[src/rtl/supply_voltage_supervisor_top_defines.svh]
// ----------------------------------------------------------------------------
// Supply voltage supervisor assertion macros
// Shared assertion forms, clocked on clock and disabled during reset.
// ----------------------------------------------------------------------------
`ifndef SUPPLY_VOLTAGE_SUPERVISOR_TOP_DEFINES_SVH
`define SUPPLY_VOLTAGE_SUPERVISOR_TOP_DEFINES_SVH

// same-cycle implication
`define SVS_ASSERT_IMPLY(label, ante, cons, msg) \
   label: assert property (@(posedge clock) disable iff (reset) (ante) |-> (cons)) \
      else $error(msg);

// next-cycle implication
`define SVS_ASSERT_NEXT(label, ante, cons, msg) \
   label: assert property (@(posedge clock) disable iff (reset) (ante) |=> (cons)) \
      else $error(msg);

`endif

[src/rtl/svs_pkg.sv]
`timescale 1ns / 1ps
// ----------------------------------------------------------------------------
// Supply voltage supervisor package
// Widths, Q16 thresholds, filter coefficients, codes and the multiplier request.
// ----------------------------------------------------------------------------
package svs_pkg;

   // shared multiplier operand and product widths
   localparam int MUL_A_W = 32;
   localparam int MUL_B_W = 20;
   localparam int PROD_W  = MUL_A_W + MUL_B_W;
   localparam int ACC_W   = 49;
   localparam int Q16_W   = 32;
   localparam int CODE_W  = 12;
   localparam int SCALE_W = 20;

   // filter coefficients, Q16, each pair sums to one
   localparam logic [MUL_B_W-1:0] RAIL_COEF_A = 20'd64225;
   localparam logic [MUL_B_W-1:0] RAIL_COEF_B = 20'd1311;
   localparam logic [MUL_B_W-1:0] BUS_COEF_A  = 20'd58982;
   localparam logic [MUL_B_W-1:0] BUS_COEF_B  = 20'd6554;
   localparam logic [ACC_W-1:0]   ROUND_HALF  = 49'd32768;

   // thresholds in Q16 millivolts
   localparam logic [Q16_W-1:0] BUS_OVER_Q16    = 32'd10000 << 16;
   localparam logic [Q16_W-1:0] BUS_UNDER_Q16   = 32'd4700 << 16;
   localparam logic [Q16_W-1:0] RAIL_OVER_Q16   = 32'd3200 << 16;
   localparam logic [Q16_W-1:0] ADAPTER_MIN_Q16 = 32'd8800 << 16;
   localparam logic [Q16_W-1:0] BATT_MIN_Q16    = 32'd6000 << 16;
   localparam logic [Q16_W-1:0] BATT_MAX_Q16    = 32'd8300 << 16;
   localparam logic [Q16_W-1:0] ALARM1_Q16      = 32'd7300 << 16;
   localparam logic [Q16_W-1:0] ALARM2_Q16      = 32'd6760 << 16;
   localparam logic [Q16_W-1:0] ALARM3_Q16      = 32'd6200 << 16;

   // regulator setpoints and led periods
   localparam logic [11:0] SP_LOW       = 12'd730;
   localparam logic [11:0] SP_NORMAL    = 12'd770;
   localparam logic [8:0]  PERIOD_NONE  = 9'd0;
   localparam logic [8:0]  PERIOD_FAST  = 9'd50;
   localparam logic [8:0]  PERIOD_MED   = 9'd100;
   localparam logic [8:0]  PERIOD_TRIP  = 9'd300;

   // configuration register indexes
   localparam logic [1:0] CSR_ADC_OFFSET = 2'd0;
   localparam logic [1:0] CSR_BUS_SCALE  = 2'd1;
   localparam logic [1:0] CSR_RAIL_SCALE = 2'd2;

   typedef enum logic [2:0] {
      LED_NONE     = 3'd0,
      LED_YELLOW   = 3'd1,
      LED_RED_ON   = 3'd2,
      LED_RED      = 3'd3,
      LED_RED_BLUE = 3'd4,
      LED_RGB      = 3'd5,
      LED_PURPLE   = 3'd6,
      LED_GREEN    = 3'd7
   } led_type;

   typedef enum logic [1:0] {
      FAULT_NONE      = 2'd0,
      FAULT_BUS_HIGH  = 2'd1,
      FAULT_BUS_LOW   = 2'd2,
      FAULT_RAIL_HIGH = 2'd3
   } fault_type;

   typedef enum logic [1:0] {
      SRC_NONE    = 2'd0,
      SRC_ADAPTER = 2'd1,
      SRC_BATTERY = 2'd2
   } src_type;

   // one issue to the shared multiplier
   typedef struct packed {
      logic               en;
      logic [MUL_A_W-1:0] a;
      logic [MUL_B_W-1:0] b;
   } mul_req_type;

endpackage

[src/rtl/svs_mul.sv]
`timescale 1ns / 1ps
// ----------------------------------------------------------------------------
// Supply voltage supervisor shared multiplier
// One unsigned 32 x 20 multiply per issue, product registered.
// ----------------------------------------------------------------------------
module svs_mul import svs_pkg::*; (
   input  logic              clock,
   input  mul_req_type       mul_req,
   output logic [PROD_W-1:0] prod
);

   logic [PROD_W-1:0] prod_ff;

   // registered product, held while no issue
   always_ff @(posedge clock) begin
      if (mul_req.en) begin
         prod_ff <= PROD_W'(mul_req.a) * PROD_W'(mul_req.b);
      end
   end

   assign prod = prod_ff;

endmodule

[src/rtl/supply_voltage_supervisor_top.sv]
`timescale 1ns / 1ps
// ----------------------------------------------------------------------------
// Supply voltage supervisor top level
// Filters bus and rail samples and runs the protection and low-battery alarm.
// ----------------------------------------------------------------------------
// Usage:
//   req_* channel: one beat per item. req_action 0 is a sample (bus and rail
//   ADC codes feed the low-pass filters), 1 is a check (protection chain and
//   low-battery alarm on the filtered voltages). Every beat yields one rsp_*
//   beat with the filtered voltages, status and the events of that item.
//   csr_* channel: writes adc_offset (0), bus_scale (1), rail_scale (2);
//   other indexes are dropped. csr_ready is always high; write only while
//   no item is in flight.
//   Flow: a sample beat makes six passes through the single shared 32 x 20
//   multiplier (two scalings, two filter taps per channel) and then loads
//   the output register; a check beat registers its protection and alarm
//   results, then loads. One item is in flight at a time: a new item is
//   taken only once the last result has been loaded.
//   A finished result sits in the output register; the next item is taken
//   while it waits. If the receiver stalls with a result still held, the
//   following item finishes its work and waits to load until rsp_ready.
//   Reset: filters, source, alarm stage, fault and rail enable go to zero,
//   registers to their defaults (offset 0, bus 264000, rail 52800).
// ----------------------------------------------------------------------------
`include "supply_voltage_supervisor_top_defines.svh"

module supply_voltage_supervisor_top import svs_pkg::*; #(
   parameter int ADC_BITS = 12
) (
   input  logic                clock,
   input  logic                reset,
   // request channel
   input  logic                req_valid,
   output logic                req_ready,
   input  logic                req_action,
   input  logic [CODE_W-1:0]   req_bus_code,
   input  logic [CODE_W-1:0]   req_rail_code,
   // response channel
   output logic                rsp_valid,
   input  logic                rsp_ready,
   output logic [15:0]         rsp_bus_mv,
   output logic [15:0]         rsp_rail_mv,
   output logic [1:0]          rsp_fault_code,
   output logic [1:0]          rsp_source_kind,
   output logic [1:0]          rsp_alarm_level,
   output logic [2:0]          rsp_led_pattern,
   output logic [8:0]          rsp_led_period,
   output logic                rsp_setpoint_write,
   output logic [11:0]         rsp_setpoint_code,
   output logic                rsp_rail_on,
   output logic                rsp_shutdown_request,
   // configuration channel
   input  logic                csr_valid,
   output logic                csr_ready,
   input  logic [1:0]          csr_index,
   input  logic [SCALE_W-1:0]  csr_wdata
);

   localparam int SUM_W = CODE_W + 2;
   localparam logic [CODE_W-1:0] CodeMask =
      (ADC_BITS >= CODE_W) ? {CODE_W{1'b1}} : CODE_W'((32'd1 << ADC_BITS) - 32'd1);

   localparam logic [1:0] ALARM_NONE  = 2'd0;
   localparam logic [1:0] ALARM_ONE   = 2'd1;
   localparam logic [1:0] ALARM_TWO   = 2'd2;
   localparam logic [1:0] ALARM_FINAL = 2'd3;

   typedef enum logic [1:0] {
      ST_IDLE,
      ST_SAMPLE,
      ST_CHECK,
      ST_DONE
   } state_type;

   typedef enum logic [2:0] {
      STEP_RAIL_SCALE,
      STEP_BUS_SCALE,
      STEP_RAIL_TAP_A,
      STEP_RAIL_TAP_B,
      STEP_BUS_TAP_A,
      STEP_BUS_TAP_B,
      STEP_BUS_FINISH
   } step_type;

   state_type           state_ff;
   step_type            step_ff;

   // configuration
   logic signed [7:0]   offset_ff;
   logic [SCALE_W-1:0]  bus_scale_ff;
   logic [SCALE_W-1:0]  rail_scale_ff;

   // latched item
   logic                action_ff;
   logic [CODE_W-1:0]   bus_code_ff;
   logic [CODE_W-1:0]   rail_code_ff;

   // supervisor state
   logic [Q16_W-1:0]    bus_filt_ff;
   logic [Q16_W-1:0]    rail_filt_ff;
   src_type             src_ff;
   logic [1:0]          alarm_ff;
   fault_type           fault_ff;
   logic                rail_on_ff;

   // per-item events
   led_type             led_ff;
   logic [8:0]          period_ff;
   logic                spw_ff;
   logic [11:0]         spc_ff;
   logic                shut_ff;

   // filter datapath
   logic [Q16_W-1:0]    xr_ff;
   logic [Q16_W-1:0]    xb_ff;
   logic [ACC_W-1:0]    acc_ff;

   // response register
   logic                rsp_valid_ff;
   logic [15:0]         rsp_bus_mv_ff;
   logic [15:0]         rsp_rail_mv_ff;
   fault_type           rsp_fault_ff;
   src_type             rsp_src_ff;
   logic [1:0]          rsp_alarm_ff;
   led_type             rsp_led_ff;
   logic [8:0]          rsp_period_ff;
   logic                rsp_spw_ff;
   logic [11:0]         rsp_spc_ff;
   logic                rsp_rail_on_ff;
   logic                rsp_shutdown_ff;

   mul_req_type         mul_req;
   logic [PROD_W-1:0]   prod;

   logic signed [SUM_W-1:0] bus_sum;
   logic signed [SUM_W-1:0] rail_sum;
   logic [MUL_A_W-1:0]  bus_opnd;
   logic [MUL_A_W-1:0]  rail_opnd;
   logic [Q16_W-1:0]    prod_sat;
   logic [ACC_W-1:0]    tap_sum;
   logic [Q16_W-1:0]    filt_new;
   logic                out_free;
   logic                req_fire;

   // check results
   fault_type           fault_c;
   src_type             src_c;
   logic                rail_on_c;
   logic [1:0]          alarm_c;
   led_type             led_c;
   logic [8:0]          period_c;
   logic                spw_c;
   logic [11:0]         spc_c;
   logic                shut_c;

   assign req_ready = (state_ff == ST_IDLE);
   assign req_fire  = req_valid && req_ready;
   assign csr_ready = 1'b1;
   assign out_free  = !rsp_valid_ff || rsp_ready;

   // offset-corrected codes, clipped at zero
   assign bus_sum   = signed'({2'b00, bus_code_ff & CodeMask}) + SUM_W'(offset_ff);
   assign rail_sum  = signed'({2'b00, rail_code_ff & CodeMask}) + SUM_W'(offset_ff);
   assign bus_opnd  = (bus_sum > 0) ? MUL_A_W'(unsigned'(bus_sum)) : '0;
   assign rail_opnd = (rail_sum > 0) ? MUL_A_W'(unsigned'(rail_sum)) : '0;

   // scaled sample saturates at the top of the Q16 range
   assign prod_sat  = (|prod[PROD_W-1:Q16_W]) ? {Q16_W{1'b1}} : prod[Q16_W-1:0];

   // second filter tap plus held first tap and rounding
   assign tap_sum   = acc_ff + prod[ACC_W-1:0];
   assign filt_new  = tap_sum[Q16_W+15:16];

   // multiplier operand select per step
   always_comb begin
      mul_req.en = (state_ff == ST_SAMPLE) && (step_ff != STEP_BUS_FINISH);
      mul_req.a  = '0;
      mul_req.b  = '0;
      unique case (step_ff)
         STEP_RAIL_SCALE: begin
            mul_req.a = rail_opnd;
            mul_req.b = rail_scale_ff;
         end
         STEP_BUS_SCALE: begin
            mul_req.a = bus_opnd;
            mul_req.b = bus_scale_ff;
         end
         STEP_RAIL_TAP_A: begin
            mul_req.a = rail_filt_ff;
            mul_req.b = RAIL_COEF_A;
         end
         STEP_RAIL_TAP_B: begin
            mul_req.a = xr_ff;
            mul_req.b = RAIL_COEF_B;
         end
         STEP_BUS_TAP_A: begin
            mul_req.a = bus_filt_ff;
            mul_req.b = BUS_COEF_A;
         end
         STEP_BUS_TAP_B: begin
            mul_req.a = xb_ff;
            mul_req.b = BUS_COEF_B;
         end
         default: begin
            mul_req.a = '0;
            mul_req.b = '0;
         end
      endcase
   end

   svs_mul u_mul (
      .clock   (clock),
      .mul_req (mul_req),
      .prod    (prod)
   );

   // protection chain then low-battery alarm
   always_comb begin
      fault_c   = fault_ff;
      src_c     = src_ff;
      rail_on_c = rail_on_ff;
      alarm_c   = alarm_ff;
      led_c     = LED_NONE;
      period_c  = PERIOD_NONE;
      spw_c     = 1'b0;
      spc_c     = '0;
      shut_c    = 1'b0;

      priority if (bus_filt_ff > BUS_OVER_Q16) begin
         rail_on_c = 1'b0;
         fault_c   = FAULT_BUS_HIGH;
         led_c     = LED_RED_BLUE;
         period_c  = PERIOD_TRIP;
         shut_c    = 1'b1;
      end else if (bus_filt_ff < BUS_UNDER_Q16) begin
         rail_on_c = 1'b0;
         fault_c   = FAULT_BUS_LOW;
         led_c     = LED_RED;
         period_c  = PERIOD_TRIP;
         shut_c    = 1'b1;
      end else if (rail_filt_ff > RAIL_OVER_Q16) begin
         rail_on_c = 1'b0;
         fault_c   = FAULT_RAIL_HIGH;
         led_c     = LED_RGB;
         period_c  = PERIOD_TRIP;
         shut_c    = 1'b1;
      end else if (bus_filt_ff > ADAPTER_MIN_Q16 && src_ff == SRC_NONE) begin
         spw_c     = 1'b1;
         spc_c     = SP_NORMAL;
         rail_on_c = 1'b1;
         src_c     = SRC_ADAPTER;
         fault_c   = FAULT_NONE;
         led_c     = LED_PURPLE;
         period_c  = PERIOD_FAST;
      end else if (bus_filt_ff >= BATT_MIN_Q16 && bus_filt_ff <= BATT_MAX_Q16
                   && src_ff == SRC_NONE) begin
         spw_c     = 1'b1;
         spc_c     = SP_NORMAL;
         rail_on_c = 1'b1;
         src_c     = SRC_BATTERY;
         fault_c   = FAULT_NONE;
         led_c     = LED_GREEN;
         period_c  = PERIOD_FAST;
      end else begin
         led_c     = LED_NONE;
      end

      unique case (alarm_ff)
         ALARM_NONE: begin
            if (bus_filt_ff < ALARM1_Q16) begin
               led_c    = LED_YELLOW;
               period_c = PERIOD_FAST;
               alarm_c  = ALARM_ONE;
            end
         end
         ALARM_ONE: begin
            if (bus_filt_ff < ALARM2_Q16) begin
               spw_c    = 1'b1;
               spc_c    = SP_LOW;
               fault_c  = FAULT_BUS_LOW;
               led_c    = LED_RED_ON;
               period_c = PERIOD_FAST;
               alarm_c  = ALARM_TWO;
            end
         end
         ALARM_TWO: begin
            if (bus_filt_ff < ALARM3_Q16) begin
               spw_c    = 1'b1;
               spc_c    = SP_LOW;
               fault_c  = FAULT_BUS_LOW;
               led_c    = LED_RED;
               period_c = PERIOD_MED;
               alarm_c  = ALARM_FINAL;
            end
         end
         default: begin
            alarm_c = ALARM_FINAL;
         end
      endcase
   end

   // configuration writes
   always_ff @(posedge clock) begin
      if (reset) begin
         offset_ff     <= '0;
         bus_scale_ff  <= 20'd264000;
         rail_scale_ff <= 20'd52800;
      end else if (csr_valid && csr_ready) begin
         unique case (csr_index)
            CSR_ADC_OFFSET: offset_ff     <= signed'(csr_wdata[7:0]);
            CSR_BUS_SCALE:  bus_scale_ff  <= csr_wdata;
            CSR_RAIL_SCALE: rail_scale_ff <= csr_wdata;
            default: begin
            end
         endcase
      end
   end

   // sequencer, supervisor state and response register
   always_ff @(posedge clock) begin
      if (reset) begin
         state_ff     <= ST_IDLE;
         step_ff      <= STEP_RAIL_SCALE;
         bus_filt_ff  <= '0;
         rail_filt_ff <= '0;
         src_ff       <= SRC_NONE;
         alarm_ff     <= ALARM_NONE;
         fault_ff     <= FAULT_NONE;
         rail_on_ff   <= 1'b0;
         rsp_valid_ff <= 1'b0;
      end else begin
         if (rsp_valid_ff && rsp_ready) begin
            rsp_valid_ff <= 1'b0;
         end

         unique case (state_ff)
            ST_IDLE: begin
               if (req_fire) begin
                  action_ff    <= req_action;
                  bus_code_ff  <= req_bus_code;
                  rail_code_ff <= req_rail_code;
                  led_ff       <= LED_NONE;
                  period_ff    <= PERIOD_NONE;
                  spw_ff       <= 1'b0;
                  spc_ff       <= '0;
                  shut_ff      <= 1'b0;
                  step_ff      <= STEP_RAIL_SCALE;
                  state_ff     <= req_action ? ST_CHECK : ST_SAMPLE;
               end
            end

            ST_SAMPLE: begin
               unique case (step_ff)
                  STEP_RAIL_SCALE: begin
                     step_ff <= STEP_BUS_SCALE;
                  end
                  STEP_BUS_SCALE: begin
                     xr_ff   <= prod_sat;
                     step_ff <= STEP_RAIL_TAP_A;
                  end
                  STEP_RAIL_TAP_A: begin
                     xb_ff   <= prod_sat;
                     step_ff <= STEP_RAIL_TAP_B;
                  end
                  STEP_RAIL_TAP_B: begin
                     acc_ff  <= prod[ACC_W-1:0] + ROUND_HALF;
                     step_ff <= STEP_BUS_TAP_A;
                  end
                  STEP_BUS_TAP_A: begin
                     rail_filt_ff <= filt_new;
                     step_ff      <= STEP_BUS_TAP_B;
                  end
                  STEP_BUS_TAP_B: begin
                     acc_ff  <= prod[ACC_W-1:0] + ROUND_HALF;
                     step_ff <= STEP_BUS_FINISH;
                  end
                  default: begin
                     bus_filt_ff <= filt_new;
                     step_ff     <= STEP_RAIL_SCALE;
                     state_ff    <= ST_DONE;
                  end
               endcase
            end

            ST_CHECK: begin
               fault_ff   <= fault_c;
               src_ff     <= src_c;
               rail_on_ff <= rail_on_c;
               alarm_ff   <= alarm_c;
               led_ff     <= led_c;
               period_ff  <= period_c;
               spw_ff     <= spw_c;
               spc_ff     <= spc_c;
               shut_ff    <= shut_c;
               state_ff   <= ST_DONE;
            end

            default: begin
               // load the result beat once the output register is free
               if (out_free) begin
                  rsp_valid_ff    <= 1'b1;
                  rsp_bus_mv_ff   <= bus_filt_ff[Q16_W-1:16];
                  rsp_rail_mv_ff  <= rail_filt_ff[Q16_W-1:16];
                  rsp_fault_ff    <= fault_ff;
                  rsp_src_ff      <= src_ff;
                  rsp_alarm_ff    <= alarm_ff;
                  rsp_led_ff      <= led_ff;
                  rsp_period_ff   <= period_ff;
                  rsp_spw_ff      <= spw_ff;
                  rsp_spc_ff      <= spc_ff;
                  rsp_rail_on_ff  <= rail_on_ff;
                  rsp_shutdown_ff <= shut_ff;
                  state_ff        <= ST_IDLE;
               end
            end
         endcase
      end
   end

   // response ports
   assign rsp_valid            = rsp_valid_ff;
   assign rsp_bus_mv           = rsp_bus_mv_ff;
   assign rsp_rail_mv          = rsp_rail_mv_ff;
   assign rsp_fault_code       = rsp_fault_ff;
   assign rsp_source_kind      = rsp_src_ff;
   assign rsp_alarm_level      = rsp_alarm_ff;
   assign rsp_led_pattern      = rsp_led_ff;
   assign rsp_led_period       = rsp_period_ff;
   assign rsp_setpoint_write   = rsp_spw_ff;
   assign rsp_setpoint_code    = rsp_spc_ff;
   assign rsp_rail_on          = rsp_rail_on_ff;
   assign rsp_shutdown_request = rsp_shutdown_ff;

   // checks
   `SVS_ASSERT_NEXT(a_accept_leaves_idle, req_fire && action_ff == action_ff, state_ff != ST_IDLE, "accepted beat did not start work")
   `SVS_ASSERT_NEXT(a_alarm_latched, alarm_ff == ALARM_FINAL, alarm_ff == ALARM_FINAL, "final alarm stage left without reset")
   `SVS_ASSERT_IMPLY(a_rail_needs_source, rail_on_ff, src_ff != SRC_NONE, "rail enabled with no source detected")
   `SVS_ASSERT_IMPLY(a_trip_drops_rail, rsp_valid_ff && rsp_shutdown_ff, !rsp_rail_on_ff, "shutdown request with rail still on")
   `SVS_ASSERT_IMPLY(a_setpoint_code, rsp_valid_ff && rsp_spw_ff, rsp_spc_ff == SP_LOW || rsp_spc_ff == SP_NORMAL, "setpoint write with unknown code")

endmodule

[config.mk]
export PLATFORM = sky130hd
export DESIGN_NAME = supply_voltage_supervisor_top
export DESIGN_NICKNAME = d
export VERILOG_FILES = /design/src/rtl/svs_pkg.sv /design/src/rtl/svs_mul.sv /design/src/rtl/supply_voltage_supervisor_top.sv
export VERILOG_INCLUDE_DIRS = /design/src /design/src/rtl
export SDC_FILE = /design/constraint.sdc
export NUM_CORES = 2
export LEC_CHECK = 0
export ABC_AREA = 0
export BUFFER_PORTS_ARGS = -buffer_cell sky130_fd_sc_hd__buf_2
export CORE_ASPECT_RATIO = 0.9
export CORE_UTILIZATION = 35
export DETAILED_ROUTE_END_ITERATION = 16
export GPL_TIMING_DRIVEN = 0
export PLACE_DENSITY = 0.51
export SLEW_MARGIN = 10
export SYNTH_ARGS = -nofsm -noshare
export SYNTH_HDL_FRONTEND = slang
export SYNTH_SLANG_ARGS = --single-unit
[constraint.sdc]
create_clock -name clock -period 10.28 [get_ports clock]
set_input_delay 0.514 -clock clock [delete_from_list [all_inputs] [get_ports clock]]
set_output_delay 0.514 -clock clock [all_outputs]
set_load 0.02 [all_outputs]
# Word level (Yosys, flattened, before mapping)
# Cells that the tools add are included.
dict set report totals {
  input_bits 52
  register_bits 404
  out_inout_bits 68
  wordCells 190
}
dict set report classes {
  reduce_logical 38
  addsub 4
  n_lt_le_gt_ge 11
  n_bitwise 6
  mux 79
  mul 1
  eq_ne 17
}
# operator n
set ops {}
lappend ops {{52-bit case mux with 6 select lines} 1}
lappend ops {{32-bit by 29-bit < comparator with 1-bit output, second input constant} 4}
lappend ops {{32-bit by 30-bit greater-than comparator with 1-bit output, second input constant} 2}
lappend ops {{9-bit 2-to-1 mux} 7}
lappend ops {{32-bit by 20-bit multiplier with 52-bit output} 1}
lappend ops {{10-bit 2-to-1 mux} 5}
lappend ops {{48-bit by 16-bit adder with 48-bit output, second input constant} 1}
lappend ops {{48-bit adder} 1}
lappend ops {{12-bit case mux with 2 select lines} 2}
lappend ops {{12-bit 2-to-1 mux} 3}
lappend ops {{32-bit by 29-bit greater-or-equal comparator with 1-bit output, second input constant} 1}
lappend ops {{32-bit by 28-bit greater-than comparator with 1-bit output, second input constant} 1}
lappend ops {{32-bit by 30-bit <= comparator with 1-bit output, second input constant} 1}
lappend ops {{2-bit 2-to-1 mux} 16}
lappend ops {{32-bit 2-to-1 mux} 1}
lappend ops {{13-bit by 8-bit adder with 14-bit output} 2}
lappend ops {{14-bit by 1-bit greater-than comparator with 1-bit output, second input constant} 2}
lappend ops {{14-bit 2-to-1 mux} 2}
lappend ops {{3-bit 2-to-1 mux} 9}
lappend ops {{9-bit case mux with 3 select lines} 1}
lappend ops {{3-bit AND reduction} 7}
lappend ops {{20-bit OR reduction} 1}
lappend ops {{1-bit 2-to-1 mux} 19}
lappend ops {{3-bit case mux with 6 select lines} 1}
lappend ops {{30 further kinds} 65}

# Logic depth before layout (Yosys ltp)
dict set report logic_depth {
  ltp_word 11
  mapped_depth 37
  depth_no_buf 36
}

# Hierarchy
# From an unflattened synthesis, not the netlist that was laid out.
dict set report unflattened {
  cells_unflattened 4219
  hier_area_um2 39545.4
}
# mod seq_area_each_um2 n_inst cells_each area_per_inst_um2
set modules_own_cells {}
lappend modules_own_cells {svs_mul 1561.5 1 2483 22487.8}
lappend modules_own_cells {supply_voltage_supervisor_top 8478.1 1 1736 17057.6}

# Least setup slack after synthesis
# OpenSTA, ideal clock, no wires.
dict set report synth_path {
  kind {reg2reg}
  start {reg rail_code_ff[3]}
  end {reg u_mul.prod_ff[49] (netlist: u_mul.prod[49]), data pin}
  path_buffers 3
  arrival_time_ns 8.427
  stages_incl_launch_ff 31
  slack_ns 1.589
  required_time_ns 10.016
  setup_time_ns 0.264
  period_less_slack_ns 8.691
  path_cell_list {edfxtp_1 > ha_1 > and3_4 > a2111oi_4 > a221oi_2 > o41ai_2 > nor4b_2 > buf_6 > buf_12 > a221oi_4 > nor2_1 > fa_1 > fa_1 > fa_1 > fa_1 > fa_1 > fa_1 > inv_1 > fa_1 > inv_1 > ha_1 > clkbuf_1 > a21o_1 > a21o_1 > a21oi_1 > nand3b_1 > nor3_2 > nor3_1 > o311ai_0 > a31oi_1 > xor2_1}
}
dict set report synth_between {
  elab_chain_cells 5
}
# item line_no
set synth_rtl {}
lappend synth_rtl {{from (decl)} supply_voltage_supervisor_top.sv:96} ;# logic [CODE_W-1:0] rail_code_ff;
lappend synth_rtl {{from (signal assigned)} supply_voltage_supervisor_top.sv:341} ;# rail_code_ff <= req_rail_code;
lappend synth_rtl {{13-bit by 8-bit adder with 14-bit output *} supply_voltage_supervisor_top.sv:163} ;# assign rail_sum = signed'({2'b00, rail_code_ff & CodeMask}) + SUM_W'(offset_ff);
lappend synth_rtl {{14-bit by 1-bit greater-than comparator with 1-bit output} supply_voltage_supervisor_top.sv:165} ;# assign rail_opnd = (rail_sum > 0) ? MUL_A_W'(unsigned'(rail_sum)) : '0;
lappend synth_rtl {{14-bit 2-to-1 mux *} supply_voltage_supervisor_top.sv:165}
lappend synth_rtl {{52-bit case mux with 6 select lines *} supply_voltage_supervisor_top.sv:179} ;# unique case (step_ff)
lappend synth_rtl {{32-bit by 20-bit multiplier with 52-bit output *} svs_mul.sv:17} ;# prod_ff <= PROD_W'(mul_req.a) * PROD_W'(mul_req.b);
lappend synth_rtl {{to (signal assigned)} svs_mul.sv:17}
lappend synth_rtl {{to (decl)} svs_mul.sv:12} ;# logic [PROD_W-1:0] prod_ff;
# Mark *: on every way between the ends. The rest lies on a longest branch, timed or not.
# A chain may end at the register's enable or synchronous reset.

# Worst setup path after layout
dict set report layout_path {
  start {reg rail_code_ff[3]}
  end {reg u_mul.prod_ff[29] (netlist: u_mul.prod[29]), data pin}
}
# The elaborated chain is that of the path after synthesis.

==> metrics.yaml <==
synthesis:
  synth_cells: 4047
  netlist_top_cells_count: "748 x inv_1, 538 x fa_1, 472 x nand2_1"
  synthMuxAreaShare_pct: 0.347
  ys_ff_latch: 376
  yosys.area_share.simple_pct: 13.7
  synthXorXnorAreaFrac_pct: 2.55
  async_flop_share_pct: 0
  yosysTopAreaCell: "fa_1"
  synth.top_cell.area_share_pct: 27.7
  synth_cell_type_count: 93
  synthAdderAreaFrac_pct: 35.6
  synth_compound_area_share_pct: 12.4
  synth-edff-count: 251
  synth_top_family_by_area: "adder cells"
  yosysSeqAreaShare_pct: 25.8
  synth_flop_cell: "edfxtp_1"
  yosys.cell_count.top_type: "inv_1"
  synth_area_leaders: "fa_1 28%, edfxtp_1 19%, ha_1 7.9%"
  yosysWarnings: 0
  synth_area_sq_um: 38900
  syn_area_per_cell_sq_um: 9.61
critical_path:
  cp_top_family: "adder cells"
  r2r_start: "rail_code_ff[3]"
  end_kind: "flop"
  arrival_ns: 10.25
  worst-endpoint-required_ns: 10.58
  max_stage_delay_ns: 0.56
  crit_slowest_cell: "fa_1"
  worst-path-buf-inv: 9
  crit_type: "flop to flop"
  crit_cells: 35
  startpoint_type: "flop"
  cp_max_fo: 10
  rrSetupSlack_ns: 0.33
  reg2reg_to: "u_mul.prod[29]"
  r2r_cells: 35
timing:
  clock_skew_ns: 0.0145
  slew_headroom_pct: 21.3
  tightest_slew_ns: 1.18
  final-hold-violation-count: 0
  fmax_mhz: 100
  setup_violations: 0
  final.min_clock_period_ns: 9.95
  slew_violations: 0
  finalCritPeriodShare_pct: 96.8
  fin_ws_ns: 0.328
clock_network:
  hold_buffers: 0
  cts_buffers: 39
  cts_tree: "done"
  clock_path_buffers: 3
  root_buffer: "clkbuf_16"
  cts.clk_slew.worst_paths_ns: 0.07
  numClockSinks: 376
  htree_levels: 2
  clock_latency_ns: 0.57
die:
  start_util_pct: 35.5
  die_h_um: 318
  die_area_sq_um: 112000
  core-area_sq_um: 110000
  die_w_um: 353
  io_pins: 120
  rows: 115
route:
  drt_iter0_drc: 2394
  vias: 29870
  wire_per_inst_um: 22.2
  firstDrtPassIters: 6
  wirelength_mm: 129
  post_drt_via_cell_ratio: 5.14
  route.detailed.drc: 0
  ant_nets: 0
finish:
  finalInstanceArea_sq_um: 43600
  utilization_pct: 39.8
  drive_gt1_share_pct: 8.34
  layout.nets: 5148
  area_growth_pct: 12.1
  fin_cells: 5809
global_route:
  grt_max_degree: 26
  globalRouteTotalUtil_pct: 23.0
  antenna_found_initial: 8
  grt.overflow.total: 0
  grt_pass1_vias: 29929
  grt_pass1_wl_mm: 193
place:
  dp_hpwl_mm: 107
  place_area_sq_um: 41900
  place_worst_setup_slack_ns: -0.757
  dp_cells: 5718
  place_congestion: 0.901
  port_buffers: 111
power:
  p_leak_nw: 19.6
  peakVddDrop_mv: 0.919
  powerDensity_nw_per_um2: 362
run_status:
  outcome: "complete, no violations"
hold_path:
  holdCritStartpoint: "req_bus_code[0]"
  holdPathStages: 1
  holdPathEnd: "bus_code_ff[0]"
  min_path_type: "primary input to flop"
job:
  cap_viol_max_count: 0
==> through the flow <==
step / hold slack, ns / setup TNS [ns] / total power [mW]
2_1_floorplan: 0.400 / 0 / 10.5
3_3_place_gp: 0.407 / -21.96 / 13.9
3_5_place_dp: 0.406 / -2.04 / 13.9
4_1_cts: 0.0922 / 0 / 15.7
5_1_grt: 0.0977 / -0.00373 / 17.3
6_report: 0.117 / 0 / 15.8
==> what timing repair did <==
action,in CTS,in global routing
buffers inserted,14,1
pin swaps,5,1
setup endpoints to repair,14,21
gates resized for setup,4,32
gates cloned,0,0
==> layer usage <==
metal | global-route usage (%) | wire length [um] | vias up
met5 | 0 | 26 | -
met1 | 32.8 | 58200 | 15086
met2 | 35.9 | 58100 | 929
met3 | 4.25 | 9020 | 151
met4 | 5.75 | 3710 | 4
li1 | - | - | 13700
==> cells by family (layout without fill, tap and decap cells) <==
logic type,Yosys count,count (layout)
simple gates,1142,1142
buf+inv,941,1155
fa+ha+maj,784,784
compound gates,676,676
flops,376,376
xor+xnor,113,113
mux,13,13
other cells,2,88
==> worst register-to-register path, delay by kind of cell (launching register included) <==
kind                       cells  cell delay, ns
and+or+nand+nor                5            1.02
DFF                            1            0.40
buffers and inverters          9            0.89
AOI/OAI and AO/OA             11            2.95
xor gates and xnor gates       1            0.16
adders and majority gates      9            4.27
==> layout make-up <==
cell class / count / area [sq um]
antenna: 4 / 10.0
buffer: 190 / 901
clock buffer: 48 / 1050
clock inverter: 24 / 270
fill: 11176 / 66000
inverter: 750 / 2820
multi-input combinational: 2812 / 25700
sequential: 376 / 10000
tap: 1462 / 1830
timing repair buffer: 143 / 972
==> report_power, final <==
group          switching (mW)  total [mW]  internal (mW)
Sequential              0.157        2.35           2.19
Clock                   0.656        1.52          0.862
Combinational            7.32        11.9           4.57
Total                    8.13        15.8           7.63
==> sequential cells by signal, summed over array words and instances (netlist names), 16 cells and up <==
signal	flops
rsp_rail_mv	16
xb_ff	32
acc_ff	48
rail_scale_ff	20
bus_filt_ff	32
rsp_bus_mv	16
xr_ff	32
rail_filt_ff	32
bus_scale_ff	20
u_mul.prod	52
==> worst max-delay path by stage <==
stage	start	endpoint
after floorplan	rail_code_ff[3]	u_mul.prod[49]
after global placement	step_ff[2]	u_mul.prod[47]
after detailed placement	rail_code_ff[4]	u_mul.prod[47]
after CTS	step_ff[2]	u_mul.prod[45]
after global routing	step_ff[0]	u_mul.prod[47]
final	rail_code_ff[3]	u_mul.prod[29]
==> cells in the final DEF (no fill, tap or decap), types with 62 or more instances in the layout <==
cell type  count
buf_2        138
fa_1         538
nand2_1      470
a21o_1        66
o21ai_0       62
a21oi_1      202
a22oi_1       68
conb_1        84
inv_1        748
clkbuf_1     120
dfxtp_1      124
nor2_1       250
nand3_1       74
xnor2_1       74
ha_1         246
edfxtp_1     251
Note: power is estimated with default switching activity, not from simulation.
